--- src/rtl/core/mzr_pkg.sv ---
// Shared types and codes for the move-to-front zero-run symbol decoder.
package mzr_pkg;

  // Width of the pending run counter and of the repeat count in a result.
  localparam int RUN_BITS = 20;

  // Result kinds.
  localparam logic [1:0] KIND_RUN = 2'd0;
  localparam logic [1:0] KIND_END = 2'd1;
  localparam logic [1:0] KIND_ERR = 2'd2;

  // Number of results one item produces (zero, one or two).
  localparam logic [1:0] NRES_NONE = 2'd0;
  localparam logic [1:0] NRES_ONE  = 2'd1;
  localparam logic [1:0] NRES_TWO  = 2'd2;

  // One result item.
  typedef struct packed {
    logic [1:0]          kind;
    logic [7:0]          out_byte;
    logic [RUN_BITS-1:0] repeat_res;
    logic                is_last;
  } res_t;

  // Commands from the controller to the datapath.
  typedef struct packed {
    logic capture;
    logic read;
    logic exec;
  } dp_cmd_t;

  // Status from the datapath to the controller.
  typedef struct packed {
    logic [1:0] nres;
  } dp_stat_t;

  // Push requests from the controller to the result queue.
  typedef struct packed {
    logic push0;
    logic push1;
  } q_push_t;

endpackage

--- src/rtl/core/mzr_ctrl.sv ---
// Controller state machine: sequences capture, list read and execute of one item.
module mzr_ctrl (
  input  logic              clk,
  input  logic              rst,
  input  logic              in_valid,
  output logic              in_ready,
  input  mzr_pkg::dp_stat_t stat,
  input  logic [1:0]        q_free,
  output mzr_pkg::dp_cmd_t  cmd,
  output mzr_pkg::q_push_t  push
);
  import mzr_pkg::*;

  localparam logic [1:0] ST_IDLE = 2'd0;
  localparam logic [1:0] ST_READ = 2'd1;
  localparam logic [1:0] ST_EXEC = 2'd2;

  logic [1:0] state;
  logic [1:0] state_next;

  // State register.
  always_ff @(posedge clk) begin
    if (rst) begin
      state <= ST_IDLE;
    end else begin
      state <= state_next;
    end
  end

  // Next state and command decode.
  always_comb begin
    state_next = state;
    cmd        = '0;
    push       = '0;
    in_ready   = 1'b0;
    unique case (state)
      ST_IDLE: begin
        in_ready = 1'b1;
        if (in_valid) begin
          cmd.capture = 1'b1;
          state_next  = ST_READ;
        end
      end
      ST_READ: begin
        cmd.read   = 1'b1;
        state_next = ST_EXEC;
      end
      ST_EXEC: begin
        // Commit only when the result queue has room for every result of the item.
        if (q_free >= stat.nres) begin
          cmd.exec   = 1'b1;
          push.push0 = (stat.nres != NRES_NONE);
          push.push1 = (stat.nres == NRES_TWO);
          state_next = ST_IDLE;
        end
      end
      default: begin
        state_next = ST_IDLE;
      end
    endcase
  end

endmodule

--- config.mk ---
export PLATFORM = sky130hd
export DESIGN_NAME = mzr_ctrl
export DESIGN_NICKNAME = d
export VERILOG_FILES = /design/src/rtl/core/mzr_pkg.sv /design/src/rtl/core/mzr_ctrl.sv
export SDC_FILE = /design/constraint.sdc
export NUM_CORES = 1
export LEC_CHECK = 0
export ABC_AREA = 1
export BUFFER_PORTS_ARGS = -buffer_cell sky130_fd_sc_hd__buf_2
export CAP_MARGIN = 10
export CORE_AREA = 2 2 39 41
export CTS_CLUSTER_DIAMETER = 50
export DETAILED_ROUTE_END_ITERATION = 10
export DIE_AREA = 0 0 41 43
export SLEW_MARGIN = 20
export SYNTH_ARGS = -nofsm -noshare
export SYNTH_HDL_FRONTEND = slang
export SYNTH_SLANG_ARGS = --single-unit
--- constraint.sdc ---
create_clock -name clk -period 2.1 [get_ports clk]
set_input_delay 0.21 -clock clk [delete_from_list [all_inputs] [get_ports clk]]
set_output_delay 0.21 -clock clk [all_outputs]
set_load 0.05 [all_outputs]
==> flow_summary.toml <==
[timing]
rsz0062_at_grt = "no"
hold_viol_final = 0
skew_ps = 0.366
slew_violations = 0
slew-limit-headroom_pct = 83.6
worstMarginPinSlew_ps = 248
tns_ps = 0
setup_viol = 0
setup_slack_ps = 652
period_needed_ps = 1450
max_freq_mhz = 691
min_period_over_period_pct = 68.9

[floorplanning]
row_count = 14
design.portCount = 13
coreArea_mm2 = 0.00138
die_x_um = 41
initial_core_util_pct = 12.6
die_h_um = 43
design.die.area_mm2 = 0.00176

[synth]
synth_area_um2 = 174
yosys.area_share.adder_pct = 14.4
synth_top_family_by_area = "simple AND/OR/NAND/NOR gates"
synthCells = 28
avgSynthCellArea_um2 = 6.21
synthXorXnorAreaFrac_pct = 0
yosys_warnings = 0
synthMuxAreaShare_pct = 0
ys_seq_area_share_pct = 23.0
synth_nets = 37
yosysUniqueCellTypes = 13
synth-simple-area-share_pct = 36.0
ys_ff_latch = 2
synth_compound_area_share_pct = 5.04

[layout]
final_cell_mix = "12 x buf_2, 7 x inv_1, 5 x nand2_1"
multiInputGateArea_um2 = 96.3
largest_reg_flops = 2
seq_area_um2 = 40.0
fillers = 158
areaGrowthSynthToFinish_pct = 54.7
reg_top3 = "state x2"
final_common_cell = "buf_2"
final_area_um2 = 269
largest-register = "state"
antennaDiodeCount = 0
drive_gt1_share_pct = 42.9
nets = 53

[place]
io_buffers = 12
gp_congestion = 0.621
postPlaceCellArea_um2 = 246
hpwl_um = 297
place_ws_ps = 665

[critical_path]
required_ps = 1890
arrival_ps = 1240
startpoint_type = "input pin"
timing.rr.start = "state[1]"
path_max_fanout = 3
cp-end-kind = "output port"
critical_path.startpoint = "stat[0]"
worstSetupPathType = "in -> out"

[cts]
postCtsResizedCells = 0
clk_latency_ps = 220
clockBufferDepth = 2
cts_inserted_buffers = 3
postCtsSetupRepairBufs = 0
path_clk_slew_ps = 30
cts_tree = "yes"
clock-sinks = 2
h-tree-depth = 1
cts_hold_buf = 0
root_buffer = "clkbuf_4"

[min_path]
worstHoldStart = "rst"
holdCritPathClass = "in -> reg"

[routing]
firstDrtPassIters = 4
wl_um = 365
routedWlPerCell_um = 6.29
vias = 200
first_iter_violations = 4
drc = 0
routed_via_density = 3.45
final_antenna_net_count = 0

[status]
status = "completed"

[power_and_ir_drop]
p_leak_nw = 0.170
power_density_mw_per_mm2 = 677
ir_drop_mv = 0.258

[global_routing]
busiest_layer = "met2"
antenna_found_initial = 0
use_met2_pct = 6.88
grt_pass1_wl_um = 621
overflow = 0
grt_pass1_vias = 174
use_met1_pct = 6.03
grtUsageTotal_pct = 5.90
met3_usage_pct = 6.28
grt_start_max_net_pins = 6

[job]
maxCapViolCount = 0
-- worst paths after layout --
kind	end	slack, ps	depth (start not counted)
worst min register to register	state[0]	490	1
worst max-delay path	push[0]	650	9
worst min-delay path	state[1]	160	2
worst max register to register	state[1]	1300	4
-- routing by layer --
layer	vias to the layer above	share of wire [%]	wire length, um
li1	111	-	-
met1	75	48	174
met2	14	32	116
met3	0	20	74
met4	0	0	0
met5	-	0	0
-- power breakdown --
group | internal (mW) | total, mW | switching [mW] | leakage (nW)
clock network | 0.0629 | 0.0838 | 0.0209 | 0.0138
logic | 0.0160 | 0.0547 | 0.0387 | 0.140
registers | 0.0407 | 0.0436 | 0.00289 | 0.0165
-- critical path, stage by stage --
cell and delay, ps:
buf_2 110, ha_1 270, inv_1 30, nand2_1 40, nand2_1 70, nand2_1 70, nand2_1 80, nor2_1 90
buf_2 260
-- synth_stat cells (all sizes together) --
master  n  area share [%]
nand3   1             2.9
buf     1             4.3
ha      2              14
nor3    1             2.9
dfxtp   2              23
a21oi   1             5.0
nand2   5              11
or2     1             3.6
inv     8              17
nor4    1             3.6
nor2    5              12
-- cell type report --
| type | count | area share (%) |
|---|---|---|
| multi-input cells | 17 | 35.8 |
| clock buffers | 3 | 8.37 |
| flip-flops and latches | 2 | 14.9 |
| repair buffers | 12 | 22.3 |
| well taps | 16 | 7.44 |
| inverters | 8 | 11.2 |
-- logic make-up after synthesis --
group | Yosys count
AOI/OAI and AO/OA | 1
adders and majority gates | 2
buffers and inverters | 9
DFF | 2
and+or+nand+nor | 14
-- through the flow --
stage	hold WS [ps]	power (mW)	instances	util (%)
detailed placement	396	0.0989	55	17.8
CTS	158	0.189	58	19.4
global placement	393	0.0981	55	17.8
global route	145	0.205	58	19.4
finish	163	0.182	58	19.4
floorplan	272	0.0857	28	-
Note: power is estimated with default switching activity, not from simulation.
