File: src/rtl/core/mzr_pkg.sv
// Shared types and codes for the move-to-front zero-run symbol decoder.
package mzr_pkg;

  // Width of the pending run counter and of the repeat count in a result.
  localparam int RUN_BITS = 20;

  // Result kinds.
  localparam logic [1:0] KIND_RUN = 2'd0;
  localparam logic [1:0] KIND_END = 2'd1;
  localparam logic [1:0] KIND_ERR = 2'd2;

  // Number of results one item produces (zero, one or two).
  localparam logic [1:0] NRES_NONE = 2'd0;
  localparam logic [1:0] NRES_ONE  = 2'd1;
  localparam logic [1:0] NRES_TWO  = 2'd2;

  // One result item.
  typedef struct packed {
    logic [1:0]          kind;
    logic [7:0]          out_byte;
    logic [RUN_BITS-1:0] repeat_res;
    logic                is_last;
  } res_t;

  // Commands from the controller to the datapath.
  typedef struct packed {
    logic capture;
    logic read;
    logic exec;
  } dp_cmd_t;

  // Status from the datapath to the controller.
  typedef struct packed {
    logic [1:0] nres;
  } dp_stat_t;

  // Push requests from the controller to the result queue.
  typedef struct packed {
    logic push0;
    logic push1;
  } q_push_t;

endpackage

File: src/rtl/core/mzr_outq.sv
// Two-entry result queue between the datapath and the output channel.
module mzr_outq (
  input  logic             clk,
  input  logic             rst,
  input  mzr_pkg::q_push_t push,
  input  mzr_pkg::res_t    d0,
  input  mzr_pkg::res_t    d1,
  output logic [1:0]       free,
  output logic             out_valid,
  input  logic             out_ready,
  output mzr_pkg::res_t    head
);
  import mzr_pkg::*;

  res_t       q [2];
  logic       rd_ptr;
  logic       wr_ptr;
  logic [1:0] count;
  logic       pop;
  logic [1:0] npush;

  assign out_valid = (count != 2'd0);
  assign head      = q[rd_ptr];
  assign free      = 2'd2 - count;
  assign pop       = out_valid && out_ready;
  assign npush     = {1'b0, push.push0} + {1'b0, push.push1};

  // Pointers and fill count.
  always_ff @(posedge clk) begin
    if (rst) begin
      rd_ptr <= 1'b0;
      wr_ptr <= 1'b0;
      count  <= 2'd0;
    end else begin
      rd_ptr <= rd_ptr ^ pop;
      wr_ptr <= wr_ptr ^ npush[0];
      count  <= count + npush - {1'b0, pop};
    end
  end

  // Entry storage: the second result goes behind the first.
  always_ff @(posedge clk) begin
    if (push.push0) begin
      q[wr_ptr] <= d0;
    end
    if (push.push1) begin
      q[~wr_ptr] <= d1;
    end
  end

endmodule

File: config.mk
export PLATFORM = sky130hd
export DESIGN_NAME = mzr_outq
export DESIGN_NICKNAME = d
export VERILOG_FILES = /design/src/rtl/core/mzr_pkg.sv /design/src/rtl/core/mzr_outq.sv
export SDC_FILE = /design/constraint.sdc
export NUM_CORES = 1
export LEC_CHECK = 0
export ABC_AREA = 1
export BUFFER_PORTS_ARGS = -buffer_cell sky130_fd_sc_hd__buf_2
export CAP_MARGIN = 20
export CORE_AREA = 2 2 86 88
export CTS_CLUSTER_DIAMETER = 80
export DETAILED_ROUTE_END_ITERATION = 8
export DIE_AREA = 0 0 88 90
export PLACE_DENSITY = 0.78
export SKIP_LAST_GASP = 1
export SYNTH_ARGS = -nofsm -noshare
export SYNTH_HDL_FRONTEND = slang
export SYNTH_SLANG_ARGS = --single-unit
export TNS_END_PERCENT = 10
File: constraint.sdc
create_clock -name clk -period 7 [get_ports clk]
set_clock_uncertainty 0.15 [all_clocks]
set_input_delay 0.35 -clock clk [delete_from_list [all_inputs] [get_ports clk]]
set_output_delay 0.35 -clock clk [all_outputs]
set_load 0.005 [all_outputs]
==> reports/results.tsv <==
stage	metric	value	unit
sta	Fmax achieved	0.392	GHz
sta	Max Slew Vio Count	0	
logic_synthesis	synthesized net count	450	
route	vias per inst	4.77	
global_route	total global routing overflow	0	
global_route	initial antenna violation count	0	
cts	# hold bufs at CTS	0	
placed_design	RD Place Congestion	0.757	
setup_path	top cell family by delay on the critical path	buffers and inverters	
cts	clock transition at the registers of the reported paths	70	ps
setup_path	max incr delay on CP	660	ps
placed_design	setup slack at placement	4070	ps
final_layout	Fill cells	622	
setup_path	Setup crit end kind	primary output	
logic_synthesis	async set or reset register ratio after synthesis	0	%
cts	CTS max path bufs	2	
sta	period utilization	36.4	%
global_route	pin count of the biggest net entering global routing	64	
final_layout	most frequent cells in the layout	172 x nand2_1, 100 x buf_2, 62 x edfxtp_1, 44 x inv_1, 28 x o21ai_0	
final_layout	multi-input logic area	1160	um2
cts	cts repair resizes	0	
power	pwr/cell area	279	nW/um2
flow_run	MaxCap Viol Count	0	
final_layout	share of layout cells above drive strength 1	29.4	%
placed_design	port bufs	100	
cts	total clock sinks	66	
global_route	GRT Util Overall	18.7	%
setup_path	slowest stage cell, crit path	dfxtp_1	
sta	setup ws final	4450	ps
die	core area	7020	um2
global_route	vias in the first global route	2703	
logic_synthesis	Post-Syn Area per Cell	8.96	um2
die	Initial Utilization	48.4	%
min_path	Hold WC Path Type	in -> reg	
final_layout	Design Area, Final	4150	um2
die	Die H	90	um
final_layout	diode count	0	
route	detailed-router iteration count before antenna repair	4	
die	Die X	88	um
setup_path	WP data arrival	2050	ps
route	post-route ant nets	0	
logic_synthesis	mapped cell area	3390	um2
setup_path	Crit Path Max Fanout	32	
global_route	first-pass GRT wire length	11500	um
sta	Final Setup Violations	0	
sta	max-slew headroom at the worst pin	28.6	%
final_layout	fin nets	544	
logic_synthesis	top_reg_cell synth	edfxtp_1	
power	Leak	2.04	nW
outcome	outcome	finished, final reports clean	
sta	final worst path period need	2550	ps
cts	clk_lat worst skew	330	ps
logic_synthesis	post-synthesis register bit count	66	
route	DRT iter0 DRCs	137	
setup_path	Worst Setup Start Kind	flip-flop	
setup_path	worst-path cell chain	inv_1 > nand2_1 > nand2_1 > buf_2	
setup_path	CP dominant cell by count	nand2_1	
die	Rows	31	
setup_path	WP buf/inv	2	
final_layout	register area	1940	um2
sta	Hold Vio Cnt, Final	0	
final_layout	commonest non-fill, non-tap cell in the layout	nand2_1	
logic_synthesis	sequential share of the synthesized area	57.2	%
setup_path	worst endpoint required time	6500	ps
placed_design	post-detail-place hpwl	4510	um
setup_path	kind of critical path	reg -> out	
route	# DRC	0	
cts	htree depth	3	
final_layout	Area Overhead vs Synth	22.2	%
logic_synthesis	Ys Warns	0	
cts	TritonCTS buffer count	9	
cts	CTS tree	done	
route	final wirelength	6980	um
route	Wirelength per Cell	12.1	um
die	# IOs	101	
cts	clk root buf	clkbuf_8	
power	maximum vdd drop	215	uV
sta	setup TNS	0	ps
sta	unrepaired setup endpoints after global routing	no	
route	Vias	2749	
cts	Post-CTS Setup Inserts	0	
die	die area	7920	um2
logic_synthesis	EDFF count, synth	62	
logic_synthesis	Syn Inst Count	379	
sta	Slew @ Worst Pin	1070	ps
placed_design	DP Area	3910	um2
sta	hold slack	78.4	ps
final_layout	final core utilization	59.1	%
logic_synthesis	Synth cell types	17	
setup_path	reg-to-reg slack, setup	4930	ps
-- flip-flops by register name (all words and copies together), names as in the netlist --
name	flops
q	62
wr_ptr	1
rd_ptr	1
count	2
-- logic make-up (layout without fill, tap and decap cells) --
family,after synthesis,count (layout),synth area share [%]
AND/OR/NAND/NOR,176,176,19.8
AO/OA/AOI/OAI,68,68,12.3
flip-flops,66,66,57.2
buffers and inverters,65,163,9.21
adder cells (fa/ha/maj),4,4,1.47
-- worst register-to-register path, delay by kind of cell, from the launching register on --
kind,cells,cell delay [ps]
AND/OR/NAND/NOR,1,70
buffers and inverters,2,860
flip-flops,1,370
AO/OA/AOI/OAI,1,370
-- final timing paths --
check | cells past startpoint | end | from
worst min-delay path | 2 | count[0] | rst
worst max register to register | 4 | q[0][14] | wr_ptr
worst min register to register | 2 | wr_ptr | wr_ptr
worst max-delay path | 4 | head[9] | rd_ptr
-- per-layer routing --
layer	vias up	global-route usage (%)	wire length (um)	part of all wire [%]
met3	18	3.40	356	5.1
li1	1402	-	-	-
met1	1243	21.2	2890	41
met4	0	8.72	172	2.5
met5	-	0	0	0
met2	86	33.1	3560	51
-- through the flow --
step,cells,power (mW)
floorplan,379,0.714
global placement,559,0.816
detailed placement,559,0.830
CTS,574,1.16
global route,576,1.23
finish,576,1.16
-- area by class of cell --
class	instances	share of cell area [%]
clock buffers	11	3.17
well taps	99	2.99
flip-flops and latches	66	46.8
clock inverters	4	1.63
repair buffers	103	13.3
multi-input cells	248	28.0
inverters	45	4.07
-- synthesized netlist by cell type, types with 2 or more instances --
library cell / number / area, um2
a21oi_1: 3 / 15.0
buf_2: 9 / 45.0
buf_4: 5 / 37.5
buf_6: 5 / 56.3
dfxtp_1: 4 / 80.1
edfxtp_1: 62 / 1860
ha_1: 4 / 50.1
inv_1: 44 / 165
nand2_1: 172 / 646
nor2_1: 2 / 7.51
o21ai_0: 30 / 150
o21ai_1: 14 / 70.1
o21ai_2: 21 / 184
-- where the power goes --
group	switching [mW]	internal (mW)
Sequential	0.0223	0.495
Combinational	0.182	0.125
Clock	0.137	0.197
(Power assumes the default switching activity.)
